$ cat src/sv/sbms_pkg.sv
// ============================================================================
// sbms_pkg: shared types and constants for the sorted block merge-split block
// Key and index widths, state machine types and the control bundle that
// carries merged keys from the merge engine to the output stage.
// ============================================================================
package sbms_pkg;

  // Key width and the largest block the stores can hold.
  localparam int KEY_W     = 32;
  localparam int BLOCK_MAX = 64;
  localparam int IDX_W     = (BLOCK_MAX > 1) ? $clog2(BLOCK_MAX) : 1;
  localparam int CNT_W     = $clog2(BLOCK_MAX + 1);

  // Values of the mode bit: which half of the merged keys is kept.
  localparam logic KEEP_LOW  = 1'b0;
  localparam logic KEEP_HIGH = 1'b1;

  typedef logic signed [KEY_W-1:0] key_t;
  typedef logic [IDX_W-1:0]        idx_t;
  typedef logic [CNT_W-1:0]        cnt_t;

  // Main sequencer: load pairs, prime the key reads, merge, wait for output.
  typedef enum logic [1:0] {
    S_LOAD,
    S_PRIME,
    S_MERGE,
    S_EMIT
  } main_state_t;

  // Output stage sequencer.
  typedef enum logic [1:0] {
    E_IDLE,
    E_PRIME,
    E_RUN
  } emit_state_t;

  // Merge engine to output stage: buffer write port and start of emission.
  typedef struct packed {
    logic wr_en;
    idx_t wr_addr;
    key_t wr_data;
    logic start;
    idx_t last_idx;
  } emit_ctl_t;

endpackage

$ cat src/sv/sbms_emit.sv
// ============================================================================
// sbms_emit: kept-key buffer and output stage
// Holds the merged keys in a buffer memory at their final positions and
// sends them out in ascending position order through an output register.
// ============================================================================
module sbms_emit (
  input  logic               clk,
  input  logic               rst,
  input  sbms_pkg::emit_ctl_t ctl,
  output logic               done,
  output logic               out_valid,
  input  logic               out_ready,
  output sbms_pkg::key_t     kept_key,
  output logic               last_out
);
  import sbms_pkg::*;

  emit_state_t est;
  emit_state_t est_next;
  idx_t        e_idx;
  idx_t        e_idx_next;
  idx_t        last_idx_r;
  key_t        rd_kept;
  logic        slot_free;
  logic        load_out;
  key_t        kept_mem [BLOCK_MAX];

  // The output register can take a new item when empty or being drained.
  assign slot_free = !out_valid || out_ready;

  // Next state.
  always_comb begin
    est_next = est;
    case (est)
      E_IDLE: begin
        if (ctl.start) est_next = E_PRIME;
      end
      E_PRIME: begin
        est_next = E_RUN;
      end
      E_RUN: begin
        if (slot_free && (e_idx == last_idx_r)) est_next = E_IDLE;
      end
      default: begin
        est_next = E_IDLE;
      end
    endcase
  end

  // Read pointer and output loading.
  always_comb begin
    e_idx_next = e_idx;
    load_out   = 1'b0;
    done       = 1'b0;
    case (est)
      E_IDLE: begin
        e_idx_next = '0;
      end
      E_PRIME: begin
        e_idx_next = '0;
      end
      E_RUN: begin
        if (slot_free) begin
          load_out   = 1'b1;
          e_idx_next = idx_t'(e_idx + 1'b1);
          if (e_idx == last_idx_r) done = 1'b1;
        end
      end
      default: begin
        e_idx_next = '0;
      end
    endcase
  end

  // Control registers.
  always_ff @(posedge clk) begin
    if (rst) begin
      est       <= E_IDLE;
      out_valid <= 1'b0;
    end else begin
      est <= est_next;
      if (load_out) begin
        out_valid <= 1'b1;
      end else if (out_ready) begin
        out_valid <= 1'b0;
      end
    end
  end

  // Payload registers and the pointer.
  always_ff @(posedge clk) begin
    e_idx <= e_idx_next;
    if (ctl.start) last_idx_r <= ctl.last_idx;
    if (load_out) begin
      kept_key <= rd_kept;
      last_out <= (e_idx == last_idx_r);
    end
  end

  // Kept-key buffer: one write port from the merge, one registered read.
  always_ff @(posedge clk) begin
    if (ctl.wr_en) kept_mem[ctl.wr_addr] <= ctl.wr_data;
    rd_kept <= kept_mem[e_idx_next];
  end

endmodule
$ cat config.mk
export PLATFORM = sky130hd
export DESIGN_NAME = sbms_emit
export DESIGN_NICKNAME = d
export VERILOG_FILES = /design/src/sv/sbms_pkg.sv /design/src/sv/sbms_emit.sv
export SDC_FILE = /design/constraint.sdc
export NUM_CORES = 2
export LEC_CHECK = 0
export BUFFER_PORTS_ARGS = -buffer_cell sky130_fd_sc_hd__buf_4
export CORE_MARGIN = 4
export CORE_UTILIZATION = 50
export CTS_BUF_LIST = sky130_fd_sc_hd__clkbuf_8
export DETAILED_ROUTE_END_ITERATION = 6
export PLACE_DENSITY_LB_ADDON = 0.12
export SLEW_MARGIN = 30
export SYNTH_ARGS = -nofsm -noshare
export SYNTH_HDL_FRONTEND = slang
export SYNTH_SLANG_ARGS = --single-unit
$ cat constraint.sdc
create_clock -name clk -period 6.6 [get_ports clk]
set_input_delay 1.32 -clock clk [delete_from_list [all_inputs] [get_ports clk]]
set_output_delay 1.32 -clock clk [all_outputs]
set_load 0.05 [all_outputs]
==> out/qor.csv <==
stage;metric;value;unit
sta;grt_setup_unrepaired;false;
worst_setup_path;rr_worst_depth;10;
grt;grt_max_degree;120;
worst_setup_path;crit_fanout;63;
synthesis;synthTopCellsByCount;edfxtp_1, nand2_1, nand3_1;
sta;fmax;220;MHz
synthesis;synth_ff_type;edfxtp_1;
worst_setup_path;cp-end-kind;register;
grt;grt_usage;29.0;%
worst_setup_path;worstSetupPathType;register to register;
worst_hold_path;hold_path_class;input port to register;
floorplan;rows;148;
worst_setup_path;cp-start-kind;register;
clocking;cts_made_buffers;360;
synthesis;synth_compound_area_share;4.72;%
sta;tightest_slew;1100;ps
power;p_leak;0.0315;uW
floorplan;ios;84;
detailed_routing;postRouteAntennaNets;0;
synthesis;synth-seq-cells;2128;
clocking;root_buffer;clkbuf_8;
clocking;post_cts_resized;0;
layout;filler_cell_count;12868;
sta;finalHoldViolCount;0;
synthesis;synth_seq_area_share;77.6;%
synthesis;netlist_instances;5553;
worst_setup_path;worstReg2RegStart;out_valid;
floorplan;die_area;170000;um2
run_status;status;complete, no violations;
sta;relSlewSlack;25.9;%
worst_setup_path;cp.arrival;5500;ps
synthesis;synth_fa_ha_area_share;0.0153;%
layout;layout-drive-gt1-share;15.0;%
synthesis;synthTopCellsByArea;edfxtp_1, nand2_1, mux4_2, nand3_1, a31oi_1;
worst_setup_path;r2r_end;rd_kept[11];
clocking;htree_levels;5;
floorplan;core;163000;um2
clocking;clkSlewWorstSetupHoldPaths;60;ps
sta;post-route-period-util;68.7;%
synthesis;synth_enable_flop_cells;2087;
clocking;cts_setup_buffers;0;
floorplan;die_w;413;um
sta;setup_tns;0;ps
clocking;cts_tree;built;
layout;seq_area;63500;um2
synthesis;yosysTopAreaCellShare;76.6;%
clocking;hold_buffers;0;
synthesis;muxShareOfSynthArea;3.93;%
layout;area.growth.synth_to_final;12.7;%
floorplan;fp.dieH;413;um
synthesis;yosysMostFrequentCell;edfxtp_1;
grt;antenna_found_initial;42;
placement;place_hpwl;130;mm
worst_setup_path;startpoint;out_valid;
synthesis;syn_area;81900;um2
synthesis;ys_warn_count;0;
layout;multi_input_area;17500;um2
floorplan;start_util;50.3;%
detailed_routing;vias_per_cell;6.05;
flow_run;maxCapViolCount;0;
worst_setup_path;crit_required;7560;ps
sta;finalCriticalPeriod;4540;ps
sta;final_max_slew_viol_count;0;
clocking;clock_latency;1090;ps
synthesis;synth_area_leader_cell;edfxtp_1;
power;powerDensity;292;nW/um2
synthesis;postSynthAreaPerCell;14.7;um2
detailed_routing;routed_wl;247;mm
detailed_routing;drt-pass1-iter-count;5;
synthesis;synthArstFlopShare;0;%
power;finalPower;26900;uW
layout;fin_nets;5863;
grt;grt_first_pass_wirelength;351;mm
clocking;clk_path_buf_depth;4;
worst_setup_path;crit_end;rd_kept[11];
detailed_routing;drc;0;
placement;place.gp.congestion;0.841;
detailed_routing;vias;50040;
synthesis;synth_xor_xnor_area_share;0.128;%
power;ir_drop;245;uV
detailed_routing;drt-initial-drc-count;6068;
clocking;clock-sinks;2128;
grt;grt_pass1_vias;48065;
worst_setup_path;r2r_setup_slack;2060;ps
detailed_routing;wire_per_inst;29.8;um
placement;portBuffers;83;
sta;finClkSkew;108;ps
grt;grt-ovfl-total;0;
synthesis;synth_top_family_by_area;simple AND/OR/NAND/NOR gates;
synthesis;synth_fp_nets;5603;
synthesis;yosys.area_share.simple;11.8;%
synthesis;ys_types;56;
sta;setup_viol;0;
[layer usage]
layer / global-route usage [%] / share of wire, %
met1: 41.3 / 41
met5: 0 / 0.090
met4: 9.83 / 3.1
met3: 7.44 / 10
met2: 43.9 / 46
[logic make-up after synthesis]
family,count (synthesis)
simple gates,2269
compound gates,632
fa+ha+maj,1
mux,162
flops,2128
xor+xnor,9
buf+inv,352
[critical path: stages (launching register included)]
cell and delay [ps]:
dfxtp_1 370, nor2b_1 150, buf_4 180, xnor2_4 610
buf_4 670, buf_4 730, nand2_1 120, a31oi_1 210
a21oi_1 150, o21ai_1 870, or4_1 230
[flip-flops by register name, indices dropped and copies added (netlist names)]
register,cells
kept_mem,2048
kept_key,32
rd_kept,32
e_idx,6
last_idx_r,6
est,2
last_out,1
out_valid,1
[how the worst min path moves through the flow]
stage | end | slack [ps] | cells past startpoint | start
after detailed placement | kept_key[23] | 400 | 0 | rd_kept[23]
after CTS | last_idx_r[2] | 310 | 1 | ctl[2]
after global routing | last_idx_r[2] | 360 | 1 | ctl[2]
final | last_idx_r[0] | 420 | 1 | ctl[0]
after floorplan | kept_key[0] | 390 | 0 | rd_kept[0]
after global placement | kept_key[23] | 400 | 0 | rd_kept[23]
[final cells by class]
type,count,area share [%]
clock inverter,241,1.15
clock buffer,380,5.67
multi-input combinational,3073,19.0
sequential,2128,68.8
tap,2175,2.95
antenna,22,0.0597
inverter,8,0.0542
timing repair buffer,242,2.34
[power by group]
part           switching (uW)  internal (uW)
registers                50.3          15000
logic                     984            349
clock network            5130           5420
total                    6170          20700
[metrics by stage]
stage / hold WS (ps) / cell area (um2) / setup WS, ps / std cells / util, %
floorplan: 386 / 81900 / 2120 / 5553 / -
global placement: 400 / 85900 / 1160 / 7624 / 52.8
detailed placement: 399 / 85900 / 1270 / 7625 / 52.8
CTS: 312 / 92200 / 2190 / 8246 / 56.6
global route: 357 / 92200 / 2040 / 8250 / 56.7
finish: 422 / 92300 / 2060 / 8269 / 56.7
[cells in the final DEF, fill, tap and decap left out, types with 4 or more instances in the layout]
master      instances
a21oi_1           167
a22oi_1           125
a311oi_1            4
a31oi_1           192
a32oi_1             4
and3_1            132
buf_12             26
buf_4             215
bufinv_16           4
clkbuf_8          380
clkinv_1           64
clkinv_2           20
clkinvlp_4          5
dfxtp_1            41
diode_2            22
edfxtp_1         2087
inv_1             149
mux2_2             31
mux2i_1             5
mux4_2            124
nand2_1          1513
nand2b_1            5
nand3_1           412
nand4_1            33
nor2_1             38
nor2_4             66
nor2b_1             6
nor4_1              5
nor4_2              9
o211ai_1           30
o21ai_0            68
o21ai_1            23
o21ai_2             7
or4_1              31
xor2_1              4
Power figures use the tool's default switching activity.
